## config.mk

```make
export PLATFORM = sky130hd
export DESIGN_NAME = load_based_dvfs_governor_unit
export DESIGN_NICKNAME = d
export VERILOG_FILES = /design/src/design/ldg_pkg.sv /design/src/design/ldg_cfg.sv /design/src/design/ldg_div.sv /design/src/design/load_based_dvfs_governor_unit.sv
export SDC_FILE = /design/constraint.sdc
export NUM_CORES = 1
export LEC_CHECK = 0
export BUFFER_PORTS_ARGS = -buffer_cell sky130_fd_sc_hd__buf_2
export CAP_MARGIN = 20
export CORE_MARGIN = 2
export CORE_UTILIZATION = 55
export DETAILED_ROUTE_END_ITERATION = 7
export GPL_ROUTABILITY_DRIVEN = 0
export PLACE_DENSITY = 0.76
export SYNTH_ARGS = -nofsm -noshare
export SYNTH_HDL_FRONTEND = slang
export SYNTH_SLANG_ARGS = --single-unit
```

## constraint.sdc

```tcl
create_clock -name clk -period 11.4 [get_ports clk]
set_clock_uncertainty 0.2 [all_clocks]
set_input_delay 2.28 -clock clk [delete_from_list [all_inputs] [get_ports clk]]
set_output_delay 2.28 -clock clk [all_outputs]
set_load 0.01 [all_outputs]
```

## src/design/ldg_pkg.sv

```systemverilog
package ldg_pkg;

    // quotient bits produced by the shared serial divider
    localparam int DIV_QW = 11;

    localparam int CFG_IDX_W  = 8;
    localparam int CFG_DATA_W = 8;

    localparam logic [6:0] UTIL_FULL = 7'd100;

    localparam logic [CFG_IDX_W-1:0] REG_LOAD_TARGET   = 8'd0;
    localparam logic [CFG_IDX_W-1:0] REG_LOAD_MAX      = 8'd1;
    localparam logic [CFG_IDX_W-1:0] REG_SMOOTH_WEIGHT = 8'd2;
    localparam logic [CFG_IDX_W-1:0] REG_LEVEL_COUNT   = 8'd3;

    localparam logic [6:0] RST_LOAD_TARGET   = 7'd70;
    localparam logic [6:0] RST_LOAD_MAX      = 7'd90;
    localparam logic [7:0] RST_SMOOTH_WEIGHT = 8'd1;
    localparam logic [5:0] RST_LEVEL_COUNT   = 6'd1;

    typedef struct packed {
        logic [6:0] load_target;
        logic [6:0] load_max;
        logic [7:0] smooth_weight;
        logic [5:0] level_count;
    } cfg_t;

    typedef enum logic [3:0] {
        ST_IDLE,
        ST_USTART,
        ST_UWAIT,
        ST_ANUM,
        ST_ASTART,
        ST_AWAIT,
        ST_LNUM,
        ST_LSTART,
        ST_LWAIT,
        ST_FIN
    } st_t;

    // x/3 for x < 128 as (x*43) >> 7
    function automatic logic [5:0] div3(input logic [6:0] x);
        logic [12:0] prod;
        prod = {6'b0, x} * 13'd43;
        return prod[12:7];
    endfunction

    // x*10 as two shifted adds
    function automatic logic [10:0] times10(input logic [6:0] x);
        return {1'b0, x, 3'b0} + {3'b0, x, 1'b0};
    endfunction

endpackage

```

## src/design/ldg_cfg.sv

```systemverilog
module ldg_cfg
(
    input  logic                              clk,
    input  logic                              rst_n,
    input  logic                              cfg_valid,
    output logic                              cfg_ready,
    input  logic [ldg_pkg::CFG_IDX_W-1:0]     cfg_index,
    input  logic [ldg_pkg::CFG_DATA_W-1:0]    cfg_data,
    output ldg_pkg::cfg_t                     cfg
);

    ldg_pkg::cfg_t cfg_reg;
    ldg_pkg::cfg_t cfg_next;

    assign cfg_ready = 1'b1;
    assign cfg       = cfg_reg;

    always_comb
    begin
        cfg_next = cfg_reg;
        if (cfg_valid)
        begin
            case (cfg_index)
                ldg_pkg::REG_LOAD_TARGET:   cfg_next.load_target   = cfg_data[6:0];
                ldg_pkg::REG_LOAD_MAX:      cfg_next.load_max      = cfg_data[6:0];
                ldg_pkg::REG_SMOOTH_WEIGHT: cfg_next.smooth_weight = cfg_data[7:0];
                ldg_pkg::REG_LEVEL_COUNT:   cfg_next.level_count   = cfg_data[5:0];
                default:                    cfg_next = cfg_reg;
            endcase
        end
    end

    always_ff @(posedge clk or negedge rst_n)
    begin
        if (!rst_n)
        begin
            cfg_reg.load_target   <= ldg_pkg::RST_LOAD_TARGET;
            cfg_reg.load_max      <= ldg_pkg::RST_LOAD_MAX;
            cfg_reg.smooth_weight <= ldg_pkg::RST_SMOOTH_WEIGHT;
            cfg_reg.level_count   <= ldg_pkg::RST_LEVEL_COUNT;
        end
        else
        begin
            cfg_reg <= cfg_next;
        end
    end

endmodule

```

## src/design/ldg_div.sv

```systemverilog
// Restoring divider, one quotient bit per cycle.
// Caller guarantees rem_init < den and the quotient fits in QW bits.
module ldg_div
#(
    parameter int DW = 32,
    parameter int QW = 11
)
(
    input  logic          clk,
    input  logic          rst_n,
    input  logic          start,
    input  logic [DW-1:0] rem_init,
    input  logic [QW-1:0] num_lo,
    input  logic [DW-1:0] den,
    output logic          done,
    output logic [QW-1:0] quotient
);

    localparam int CNT_W = $clog2(QW);

    logic [DW-1:0]    rem_reg;
    logic [DW-1:0]    rem_next;
    logic [QW-1:0]    num_reg;
    logic [DW-1:0]    den_reg;
    logic [QW-1:0]    quo_reg;
    logic [CNT_W-1:0] cnt_reg;
    logic             run_reg;
    logic             done_reg;
    logic [DW:0]      trial;
    logic [DW:0]      diff;
    logic             qbit;

    assign trial = {rem_reg, num_reg[QW-1]};
    assign diff  = trial - {1'b0, den_reg};
    assign qbit  = !diff[DW];

    always_comb
    begin
        if (qbit)
            rem_next = diff[DW-1:0];
        else
            rem_next = trial[DW-1:0];
    end

    always_ff @(posedge clk or negedge rst_n)
    begin
        if (!rst_n)
        begin
            run_reg  <= 1'b0;
            done_reg <= 1'b0;
            cnt_reg  <= '0;
        end
        else if (start)
        begin
            run_reg  <= 1'b1;
            done_reg <= 1'b0;
            cnt_reg  <= '0;
        end
        else if (run_reg)
        begin
            cnt_reg <= cnt_reg + 1'b1;
            if (cnt_reg == CNT_W'(QW - 1))
            begin
                run_reg  <= 1'b0;
                done_reg <= 1'b1;
            end
        end
        else
        begin
            done_reg <= 1'b0;
        end
    end

    always_ff @(posedge clk)
    begin
        if (start)
        begin
            rem_reg <= rem_init;
            num_reg <= num_lo;
            den_reg <= den;
            quo_reg <= '0;
        end
        else if (run_reg)
        begin
            rem_reg <= rem_next;
            num_reg <= {num_reg[QW-2:0], 1'b0};
            quo_reg <= {quo_reg[QW-2:0], qbit};
        end
    end

    assign done     = done_reg;
    assign quotient = quo_reg;

    a_rem_below_den: assert property (@(posedge clk) disable iff (!rst_n)
        run_reg |-> (rem_reg < den_reg))
        else $error("divider remainder not below divisor");

    a_no_restart: assert property (@(posedge clk) disable iff (!rst_n)
        start |-> !run_reg)
        else $error("divider restarted while running");

    a_done_after_run: assert property (@(posedge clk) disable iff (!rst_n)
        $rose(done_reg) |-> $past(run_reg))
        else $error("divider done without a running pass");

endmodule

```

## src/design/load_based_dvfs_governor_unit.sv

```systemverilog
// Load-based performance level governor.
// Input stream (s_axis_*): one transaction per sampling tick with the busy and
// total cycle counts and the level now in effect. Output stream (m_axis_*): one
// transaction per input with the new level, a change flag, the smoothed load
// and the sample utilization. Config channel (cfg_*): register index and data,
// always ready; write only while no sample is in flight.
// Items are taken one at a time: a new input is accepted only once the
// previous one has reached the output register. One shared restoring divider
// yields one quotient bit per cycle and runs three 11-bit passes
// (utilization, smoothed load, proportional level step) one after another.
// The result sits in an output register; the next input is accepted while it
// waits. If the receiver stalls, the finished level of a following item is
// held until the output register frees up.
// Reset clears the smoothed load to 0 and loads the register defaults
// (target 70, max 90, weight 1, level count 1); no result is pending.
module load_based_dvfs_governor_unit
#(
    parameter int MAX_LEVELS    = 32,
    parameter int COUNTER_WIDTH = 32
)
(
    input  logic                                clk,
    input  logic                                rst_n,
    input  logic                                s_axis_tvalid,
    output logic                                s_axis_tready,
    // [31:0] busy_count, [63:32] total_count, [68:64] current_level
    input  logic [71:0]                         s_axis_tdata,
    output logic                                m_axis_tvalid,
    input  logic                                m_axis_tready,
    // [4:0] new_level, [5] level_changed, [12:6] smoothed_load,
    // [19:13] sample_utilization
    output logic [23:0]                         m_axis_tdata,
    input  logic                                cfg_valid,
    output logic                                cfg_ready,
    input  logic [ldg_pkg::CFG_IDX_W-1:0]       cfg_index,
    input  logic [ldg_pkg::CFG_DATA_W-1:0]      cfg_data
);

    localparam int QW = ldg_pkg::DIV_QW;
    localparam int DW = (COUNTER_WIDTH > QW) ? COUNTER_WIDTH : QW;
    localparam int NW = COUNTER_WIDTH + 7;

    ldg_pkg::cfg_t cfg;
    ldg_pkg::st_t  state_reg;
    ldg_pkg::st_t  state_next;

    logic [COUNTER_WIDTH-1:0] busy_m;
    logic [COUNTER_WIDTH-1:0] total_m;
    logic                     in_accept;

    logic [NW-1:0]            nu_reg;
    logic [COUNTER_WIDTH-1:0] tot_reg;
    logic                     zero_tot_reg;
    logic                     over_reg;
    logic [4:0]               cur_reg;
    logic [6:0]               util_reg;
    logic [14:0]              anum_reg;
    logic [6:0]               avg_reg;
    logic [10:0]              mag_reg;
    logic                     neg_reg;
    logic [QW-1:0]            lq_reg;

    logic                     out_valid_reg;
    logic [23:0]              out_data_reg;

    logic                     div_start;
    logic [DW-1:0]            div_rem;
    logic [QW-1:0]            div_num;
    logic [DW-1:0]            div_den;
    logic                     div_done;
    logic [QW-1:0]            div_q;

    logic [6:0]               target_eff;
    logic [6:0]               count_eff;
    logic [5:0]               top;
    logic [8:0]               weight_p1;
    logic [7:0]               ldiff;
    logic [6:0]               ldiff_mag;
    logic [11:0]              cur12;
    logic [11:0]              step12;
    logic [11:0]              sum12;
    logic [5:0]               lvl;
    logic                     changed;
    logic                     out_load;

    ldg_cfg u_cfg
    (
        .clk       (clk),
        .rst_n     (rst_n),
        .cfg_valid (cfg_valid),
        .cfg_ready (cfg_ready),
        .cfg_index (cfg_index),
        .cfg_data  (cfg_data),
        .cfg       (cfg)
    );

    ldg_div #(.DW(DW), .QW(QW)) u_div
    (
        .clk      (clk),
        .rst_n    (rst_n),
        .start    (div_start),
        .rem_init (div_rem),
        .num_lo   (div_num),
        .den      (div_den),
        .done     (div_done),
        .quotient (div_q)
    );

    assign busy_m    = s_axis_tdata[COUNTER_WIDTH-1:0];
    assign total_m   = s_axis_tdata[32 +: COUNTER_WIDTH];
    assign in_accept = s_axis_tvalid && s_axis_tready;

    // effective register values
    assign target_eff = (cfg.load_target == 7'd0) ? 7'd1 : cfg.load_target;
    always_comb
    begin
        if (cfg.level_count == 6'd0)
            count_eff = 7'd1;
        else if ({1'b0, cfg.level_count} > 7'(MAX_LEVELS))
            count_eff = 7'(MAX_LEVELS);
        else
            count_eff = {1'b0, cfg.level_count};
    end
    assign top       = 6'(count_eff - 7'd1);
    assign weight_p1 = {1'b0, cfg.smooth_weight} + 9'd1;

    assign ldiff     = {1'b0, avg_reg} - {1'b0, target_eff};
    assign ldiff_mag = ldiff[7] ? 7'(-ldiff) : ldiff[6:0];

    // next state
    always_comb
    begin
        state_next = state_reg;
        case (state_reg)
            ldg_pkg::ST_IDLE:   if (in_accept) state_next = ldg_pkg::ST_USTART;
            ldg_pkg::ST_USTART: state_next = ldg_pkg::ST_UWAIT;
            ldg_pkg::ST_UWAIT:  if (div_done) state_next = ldg_pkg::ST_ANUM;
            ldg_pkg::ST_ANUM:   state_next = ldg_pkg::ST_ASTART;
            ldg_pkg::ST_ASTART: state_next = ldg_pkg::ST_AWAIT;
            ldg_pkg::ST_AWAIT:  if (div_done) state_next = ldg_pkg::ST_LNUM;
            ldg_pkg::ST_LNUM:   state_next = ldg_pkg::ST_LSTART;
            ldg_pkg::ST_LSTART: state_next = ldg_pkg::ST_LWAIT;
            ldg_pkg::ST_LWAIT:  if (div_done) state_next = ldg_pkg::ST_FIN;
            ldg_pkg::ST_FIN:    if (out_load) state_next = ldg_pkg::ST_IDLE;
            default:            state_next = ldg_pkg::ST_IDLE;
        endcase
    end

    // outputs of the sequencer
    always_comb
    begin
        s_axis_tready = 1'b0;
        div_start     = 1'b0;
        out_load      = 1'b0;
        div_rem       = '0;
        div_num       = mag_reg;
        div_den       = DW'(target_eff);
        case (state_reg)
            ldg_pkg::ST_IDLE:
            begin
                s_axis_tready = 1'b1;
            end
            ldg_pkg::ST_USTART:
            begin
                div_start = 1'b1;
                div_rem   = DW'(nu_reg >> QW);
                div_num   = nu_reg[QW-1:0];
                div_den   = DW'(tot_reg);
            end
            ldg_pkg::ST_ASTART:
            begin
                div_start = 1'b1;
                div_rem   = DW'(anum_reg >> QW);
                div_num   = anum_reg[QW-1:0];
                div_den   = DW'(weight_p1);
            end
            ldg_pkg::ST_LSTART:
            begin
                div_start = 1'b1;
            end
            ldg_pkg::ST_FIN:
            begin
                out_load = !out_valid_reg || m_axis_tready;
            end
            default:
            begin
                s_axis_tready = 1'b0;
            end
        endcase
    end

    // level choice
    assign cur12 = 12'(cur_reg);
    always_comb
    begin
        step12 = 12'(lq_reg[QW-1:1]);
        if (avg_reg > cfg.load_max)
            sum12 = cur12 + 12'(ldg_pkg::div3(count_eff));
        else if (!neg_reg)
            sum12 = cur12 + step12;
        else if (step12 > cur12)
            sum12 = '0;
        else
            sum12 = cur12 - step12;
        lvl = (sum12 > 12'(top)) ? top : sum12[5:0];
    end
    assign changed = (lvl != {1'b0, cur_reg});

    always_ff @(posedge clk or negedge rst_n)
    begin
        if (!rst_n)
        begin
            state_reg     <= ldg_pkg::ST_IDLE;
            out_valid_reg <= 1'b0;
            avg_reg       <= '0;
        end
        else
        begin
            state_reg <= state_next;
            if (out_load)
                out_valid_reg <= 1'b1;
            else if (m_axis_tready)
                out_valid_reg <= 1'b0;
            if (state_reg == ldg_pkg::ST_AWAIT && div_done)
                avg_reg <= div_q[6:0];
        end
    end

    always_ff @(posedge clk)
    begin
        if (in_accept)
        begin
            zero_tot_reg <= (total_m == '0);
            over_reg     <= (busy_m > total_m);
            cur_reg      <= s_axis_tdata[68:64];
            // special cases get a harmless 0/1 division
            if (total_m == '0 || busy_m > total_m)
            begin
                nu_reg  <= '0;
                tot_reg <= COUNTER_WIDTH'(1);
            end
            else
            begin
                nu_reg  <= NW'(busy_m) * NW'(ldg_pkg::UTIL_FULL);
                tot_reg <= total_m;
            end
        end
        if (state_reg == ldg_pkg::ST_UWAIT && div_done)
        begin
            if (zero_tot_reg)
                util_reg <= '0;
            else if (over_reg)
                util_reg <= ldg_pkg::UTIL_FULL;
            else
                util_reg <= div_q[6:0];
        end
        if (state_reg == ldg_pkg::ST_ANUM)
            anum_reg <= ({7'b0, cfg.smooth_weight} * {8'b0, avg_reg}) + {8'b0, util_reg};
        if (state_reg == ldg_pkg::ST_LNUM)
        begin
            mag_reg <= ldg_pkg::times10(ldiff_mag);
            neg_reg <= ldiff[7];
        end
        if (state_reg == ldg_pkg::ST_LWAIT && div_done)
            lq_reg <= div_q;
        if (out_load)
            out_data_reg <= {4'b0, util_reg, avg_reg, changed, lvl[4:0]};
    end

    assign m_axis_tvalid = out_valid_reg;
    assign m_axis_tdata  = out_data_reg;

endmodule

```

==> impl_metrics.tcl, run 1 <==
set metrics [dict create \
    outcome "complete, no violations" \
    postCtsSetupBuffers 0 \
    drt_via_density 5.69 \
    crit_path_end_kind "register" \
    most_frequent_cell_after_synthesis "sky130_fd_sc_hd__inv_1" \
    drtAntennaViolNets 0 \
    worst-r2r-cell-count 27 \
    start_util 0.557 \
    ios 120 \
    seq_area_frac_synth 0.374 \
    grt.total_usage 0.246 \
    synth_area_leader_cell "sky130_fd_sc_hd__edfxtp_1" \
    fin_hold_ws_ns 0.241 \
    numClockSinks 271 \
    post_cts_resize_count 0 \
    post_synth_main_area_contributors "sky130_fd_sc_hd__edfxtp_1 (31%), sky130_fd_sc_hd__ha_1 (16%), sky130_fd_sc_hd__fa_1 (7.0%), sky130_fd_sc_hd__inv_1 (5.7%), sky130_fd_sc_hd__dfrtp_1 (4.4%)" \
    rr_startpoint "u_cfg.cfg[5]" \
    ctsLongestPathBuffers 3 \
    fp.dieArea_sq_um 39500 \
    cell_count_of_the_worst_hold_path 0 \
    core_sq_um 37500 \
    pin_count_of_the_biggest_net_entering_global_routing 77 \
    area_delta_synth_final_pct 9.43 \
    synth.cells.most_frequent "sky130_fd_sc_hd__inv_1 (316), sky130_fd_sc_hd__ha_1 (274), sky130_fd_sc_hd__edfxtp_1 (214), sky130_fd_sc_hd__nor2_1 (177), sky130_fd_sc_hd__nand2_1 (132)" \
    slew_viol_final 0 \
    finish.net_count 2629 \
    final_min_period_over_clock_period 0.674 \
    slew_headroom 0.270 \
    register_area_sq_um 7810 \
    finish.instance_area_sq_um 22800 \
    max-vdd-ir-drop_mv 0.134 \
    yosysWarnings 0 \
    holdBufCountCts 0 \
    initial_antenna_violation_count 0 \
    detail_route.iter0.violations 1178 \
    clk_latency_ns 0.56 \
    grt_pass1_wl_mm 77.5 \
    wl_per_cell_um 17.6 \
    syn-instance-count 2090 \
    ys_ff_latch 271 \
    clkTransAtPathRegs_ns 0.06 \
    timing.max_cap.violations 0 \
    crit_start "u_cfg.cfg[5]" \
    synth_largest_type_area_fraction 0.308 \
    hold_violations 0 \
    setup.worst_path.start_class "register" \
    cellLeakagePower_uw 0.0109 \
    number_of_flip_flops_under_the_largest_register_name 37 \
    drcViolationCount 0 \
    data_arrival_time_at_the_worst_slack_endpoint_ns 7.78 \
    unrepaired_setup_endpoints_after_global_routing "false" \
    path_max_fanout 11 \
    synth_area_sq_um 20900 \
    achievable-frequency_mhz 130 \
    htree_num_levels 1 \
    antenna-diode-count 0 \
    setup.worst_path.class "register to register" \
    grt_pass1_vias 15100 \
    io_buffer_count 111 \
    detailedRoute.firstPassIterationCount 5 \
    grt.overflow.total 0 \
    worst-slew-pin-transition_ns 1.10 \
    syn_area_per_cell_sq_um 9.98 \
    floorplan.die.height_um 199 \
    rows 71 \
    tritoncts "yes" \
    synth_edf_count 214 \
    finalWirelength_mm 47.9 \
    ratio_of_total_power_to_cell_area_nw_per_um2 228 \
    hold_path.startpoint "u_div.quotient[10]" \
    die_w_um 199 \
    dpl-instance-area_sq_um 21900 \
    ratio_of_cells_with_drive_above_1_in_the_final_layout 0.102 \
    final.fill_count 3102 \
    multi_input_comb_area_sq_um 11700 \
    hold_class "register to register" \
    routed-via-count 15500 \
    worstPathRequired_ns 11.49 \
    tritoncts.num_buffers 29 \
    synth_top_flop_cell "sky130_fd_sc_hd__edfxtp_1" \
    post_route_setup_tns_ns 0 \
    clock_tree.root_cell "sky130_fd_sc_hd__clkbuf_16" \
    dp.final_hpwl_mm 37.0 \
    asyncSetResetFlopFracSynth 0.170 \
    final-setup-viol-count 0 \
    finalWorstPathRequiredPeriod_ns 7.69 \
    yosys.cell_types.count 84 \
]
## worst paths after layout
kind	end	slack [ns]
setup / recovery	m_axis_tdata[5]	3.71
hold / removal	lq_reg[10]	0.24
setup reg to reg	m_axis_tdata[5]	3.71
hold reg to reg	lq_reg[10]	0.24
max in group asynchronous	u_cfg.cfg[0]	9.12
min in group asynchronous	u_cfg.cfg[13]	1.35
## cell families after synthesis
logic type | after synthesis | synth area share
and+or+nand+nor | 544 | 0.125
AOI/OAI and AO/OA | 379 | 0.117
buffers and inverters | 375 | 0.0690
adders and majority gates | 347 | 0.234
DFF | 271 | 0.374
xor gates and xnor gates | 98 | 0.0420
muxes | 74 | 0.0378
other | 2 | 0.000360
## critical path, stage by stage (launching register included)
cell and delay (ns):
sky130_fd_sc_hd__dfrtp_1 0.48, sky130_fd_sc_hd__nor2b_1 0.49, sky130_fd_sc_hd__ha_1 0.34, sky130_fd_sc_hd__ha_1 0.32, sky130_fd_sc_hd__fa_1 0.49, sky130_fd_sc_hd__ha_1 0.30
sky130_fd_sc_hd__a41o_1 0.22, sky130_fd_sc_hd__a21oi_1 0.14, sky130_fd_sc_hd__nor2b_1 0.08, sky130_fd_sc_hd__o21a_1 0.20, sky130_fd_sc_hd__o21a_1 0.20, sky130_fd_sc_hd__o21a_1 0.21
sky130_fd_sc_hd__o21a_1 0.19, sky130_fd_sc_hd__nor2_1 0.12, sky130_fd_sc_hd__xnor2_1 0.14, sky130_fd_sc_hd__ha_1 0.29, sky130_fd_sc_hd__a21oi_1 0.15, sky130_fd_sc_hd__o21ai_0 0.10
sky130_fd_sc_hd__o21ai_0 0.36, sky130_fd_sc_hd__inv_1 0.09, sky130_fd_sc_hd__ha_1 0.32, sky130_fd_sc_hd__nand2_1 0.06, sky130_fd_sc_hd__o22ai_1 0.07, sky130_fd_sc_hd__o22ai_1 0.69
sky130_fd_sc_hd__mux2_4 0.37, sky130_fd_sc_hd__xor2_1 0.14, sky130_fd_sc_hd__a311o_1 0.28, sky130_fd_sc_hd__or4_1 0.39
## placed cells by master (no fill, tap or decap), types with 58 or more instances in the layout
cell type and instances:
sky130_fd_sc_hd__fa_1 73, sky130_fd_sc_hd__inv_1 315, sky130_fd_sc_hd__and2_1 69, sky130_fd_sc_hd__edfxtp_1 214, sky130_fd_sc_hd__nand2_1 132, sky130_fd_sc_hd__ha_1 274
sky130_fd_sc_hd__buf_2 112, sky130_fd_sc_hd__nor2_1 177, sky130_fd_sc_hd__o21ai_0 70, sky130_fd_sc_hd__a21oi_1 85, sky130_fd_sc_hd__xnor2_1 58
## area by class of cell
cell class / instances / area share
clock buffer: 36 / 0.0329
sequential: 271 / 0.342
timing repair buffer: 121 / 0.0281
clock inverter: 16 / 0.00614
inverter: 318 / 0.0523
tap: 511 / 0.0280
multi-input combinational: 1448 / 0.511
## routing by layer
metal  track usage  wire [um]
met5             0          0
met1         0.345      21400
met4        0.0677       1240
met2         0.414      22700
met3        0.0190       2570
## power by group
part           switching (uW)  leakage [uW]  internal, uW
Combinational            1580       0.00777          1080
Sequential                156       0.00274          1500
Clock                     388      0.000439           513
## stage by stage
| stage | util | std cells | total power [uW] | setup WS (ns) |
|---|---|---|---|---|
| after CTS | 0.608 | 2718 | 5200 | 3.80 |
| final | 0.609 | 2721 | 5210 | 3.71 |
| after global routing | 0.609 | 2721 | 5590 | 3.26 |
| after global placement | 0.584 | 2666 | 4170 | 4.05 |
| after floorplan | - | 2094 | 3680 | 4.96 |
| after detailed placement | 0.584 | 2666 | 4280 | 3.82 |
(Power assumes the default switching activity.)
==> run 2, diff against run 1 <==
Settings changed: ABC_AREA set to 1, PLACE_DENSITY 0.76 to 0.79.
Clock period 11.4 ns to 6.65 ns, I/O delays scaled along.
==> run 2 against run 1 <==
Against the previous run:
- sequential cell count unchanged
- die area rose by 5.2%
- register-to-register slack lost 3.4 ns
- design area grew 5.4%
- synthesized area increased by 5.3%
- maximum frequency rose by 21%
- worst setup slack worse by 3.4 ns
- combinational power grew 140%
- count of clock-buffer cells in the layout decreased by 5
- synthesized cell count increased by 26%
- final cell count grew 21%
- critical endpoint unchanged
- largest power group unchanged
==> impl_metrics.tcl, run 2 <==
set metrics [dict create \
    setup.worst_path.class "register to register" \
    ys_ff_latch 271 \
    timing.max_cap.violations 0 \
    setup.worst_path.start_class "register" \
    post_synth_main_area_contributors "sky130_fd_sc_hd__edfxtp_1 (29%), sky130_fd_sc_hd__ha_1 (16%), sky130_fd_sc_hd__inv_1 (9.5%), sky130_fd_sc_hd__nand2_1 (8.7%), sky130_fd_sc_hd__fa_1 (6.7%)" \
    tritoncts "yes" \
    core_sq_um 39500 \
    synth.cells.most_frequent "sky130_fd_sc_hd__inv_1 (556), sky130_fd_sc_hd__nand2_1 (511), sky130_fd_sc_hd__ha_1 (274), sky130_fd_sc_hd__nor2_1 (217), sky130_fd_sc_hd__edfxtp_1 (214)" \
    detailedRoute.firstPassIterationCount 6 \
    number_of_flip_flops_under_the_largest_register_name 37 \
    routed-via-count 18000 \
    fin_hold_ws_ns 0.225 \
    final_min_period_over_clock_period 0.955 \
    crit_path_end_kind "register" \
    clock_tree.root_cell "sky130_fd_sc_hd__clkbuf_16" \
    hold_violations 0 \
    synth_top_flop_cell "sky130_fd_sc_hd__edfxtp_1" \
    dp.final_hpwl_mm 40.7 \
    hold_class "register to register" \
    outcome "complete, no violations" \
    holdBufCountCts 0 \
    worst-slew-pin-transition_ns 0.954 \
    final.fill_count 3254 \
    drt_via_density 5.47 \
    clk_latency_ns 0.55 \
    grt.total_usage 0.253 \
    numClockSinks 271 \
    floorplan.die.height_um 204 \
    detail_route.iter0.violations 1796 \
    final_core_util 0.609 \
    antenna-diode-count 0 \
    achievable-frequency_mhz 157 \
    ctsLongestPathBuffers 3 \
    finalWorstPathRequiredPeriod_ns 6.35 \
    grt.overflow.total 0 \
    initial_antenna_violation_count 0 \
    htree_num_levels 1 \
    pin_count_of_the_biggest_net_entering_global_routing 72 \
    drtAntennaViolNets 0 \
    path_max_fanout 7 \
    grt_pass1_wl_mm 85.6 \
    clkTransAtPathRegs_ns 0.07 \
    layout_common_cells "sky130_fd_sc_hd__inv_1 (555), sky130_fd_sc_hd__nand2_1 (507), sky130_fd_sc_hd__ha_1 (272)" \
    most_frequent_cell_after_synthesis "sky130_fd_sc_hd__inv_1" \
    syn_area_per_cell_sq_um 8.33 \
    fp.dieArea_sq_um 41600 \
    io_buffer_count 111 \
    synth_area_sq_um 22000 \
    asyncSetResetFlopFracSynth 0.170 \
    critical-path-max-stage-delay_ns 0.48 \
    start_util 0.556 \
    worst-r2r-cell-count 32 \
    highest_delay_cell_along_the_critical_path "sky130_fd_sc_hd__fa_1" \
    finalWirelength_mm 52.4 \
    die_w_um 204 \
    final-setup-viol-count 0 \
    drcViolationCount 0 \
    cell_count_of_the_worst_hold_path 0 \
    synth_largest_type_area_fraction 0.292 \
    worstPathRequired_ns 6.76 \
    tritoncts.num_buffers 27 \
    synth_edf_count 214 \
    synth_area_leader_cell "sky130_fd_sc_hd__edfxtp_1" \
    finish.net_count 3177 \
    slew_headroom 0.362 \
    slew_viol_final 0 \
    seq_area_frac_synth 0.355 \
    ios 120 \
    rows 73 \
    yosysWarnings 0 \
    wl_per_cell_um 16.0 \
    area_delta_synth_final_pct 9.54 \
    max-vdd-ir-drop_mv 0.284 \
    layout.cells.most_common "sky130_fd_sc_hd__inv_1" \
    ratio_of_total_power_to_cell_area_nw_per_um2 458 \
    yosys.cell_types.count 64 \
    cellLeakagePower_uw 0.0122 \
    grt_pass1_vias 17500 \
    data_arrival_time_at_the_worst_slack_endpoint_ns 6.46 \
    syn-instance-count 2637 \
    total_power_uw 11000 \
    ratio_of_cells_with_drive_above_1_in_the_final_layout 0.0921 \
]
==> run 2: cell count changes after synthesis, moves of 29 or more <==
cell	before	now
sky130_fd_sc_hd__a21o_1	47	10
sky130_fd_sc_hd__nand3_1	30	119
sky130_fd_sc_hd__nand2_1	132	511
sky130_fd_sc_hd__o21ai_0	70	114
sky130_fd_sc_hd__mux2i_1	41	0
sky130_fd_sc_hd__and2_1	70	2
sky130_fd_sc_hd__a21oi_1	85	143
sky130_fd_sc_hd__nor2_1	177	217
sky130_fd_sc_hd__mux2_2	29	0
sky130_fd_sc_hd__xnor2_1	58	29
sky130_fd_sc_hd__inv_1	316	556
==> run 2: logic make-up (layout without fill, tap and decap cells) <==
| family | count (synthesis) | count (layout) | synth area share |
|---|---|---|---|
| AND/OR/NAND/NOR | 958 | 958 | 0.185 |
| adder cells (fa/ha/maj) | 347 | 347 | 0.223 |
| other | 2 | 6 | 0.000342 |
| buffers and inverters | 622 | 738 | 0.111 |
| flip-flops | 271 | 271 | 0.355 |
| XOR/XNOR | 81 | 81 | 0.0323 |
| AO/OA/AOI/OAI | 356 | 356 | 0.0938 |
==> run 2: worst paths after layout <==
path | start | endpoint | slack, ns
worst max-delay path | u_cfg.cfg[2] | m_axis_tdata[5] | 0.30
worst min-delay path | u_div.quotient[5] | lq_reg[5] | 0.23
worst max register to register | u_cfg.cfg[2] | m_axis_tdata[5] | 0.30
worst min register to register | u_div.quotient[5] | lq_reg[5] | 0.23
max in group asynchronous | rst_n | u_cfg.cfg[15] | 5.29
min in group asynchronous | rst_n | u_cfg.cfg[21] | 0.43
==> run 2: worst max-delay path: cells and delay by family, from the launching register on <==
family	cells	cell delay (ns)
compound gates	5	0.78
xor+xnor	1	0.25
fa+ha+maj	6	2.19
buf+inv	7	0.62
flops	1	0.40
simple gates	13	1.64
==> run 2: stage by stage <==
step | setup WS [ns] | area, sq um | instances | TNS, ns
CTS | 0.0360 | 23900 | 3272 | 0
global route | -0.128 | 24100 | 3282 | -0.128
detailed placement | -0.0269 | 22900 | 3223 | -0.0269
finish | 0.296 | 24100 | 3282 | 0
floorplan | 0.778 | 22000 | 2641 | 0
global placement | 0.295 | 22900 | 3223 | 0
==> run 2: repair_timing <==
action,in CTS,in global routing
buffers inserted,0,6
gates resized for setup,1,12
endpoints found under the setup margin,1,6
endpoints found under the hold margin,0,0
pin swaps,0,5
==> run 2: report_power, final <==
part	internal, uW	switching, uW
combinational	2270	4170
clock	969	686
sequential	2680	243
total	5930	5090
==> run 2: routing by layer <==
| metal | share of wire | GRT usage | vias up | wire (um) |
|---|---|---|---|---|
| met5 | 0 | 0 | - | 0 |
| met1 | 0.43 | 0.347 | 8417 | 22500 |
| met4 | 0.034 | 0.0837 | 0 | 1790 |
| met3 | 0.068 | 0.0247 | 124 | 3570 |
| met2 | 0.47 | 0.422 | 708 | 24500 |
| li1 | - | - | 8701 | - |
==> run 2: layout make-up <==
cell class / count / area [sq um] / share of cell area
clock buffer: 31 / 743 / 0.0309
tap: 525 / 657 / 0.0273
timing repair buffer: 130 / 728 / 0.0303
multi-input combinational: 1748 / 11800 / 0.491
clock inverter: 18 / 220 / 0.00915
inverter: 559 / 2100 / 0.0872
sequential: 271 / 7810 / 0.324
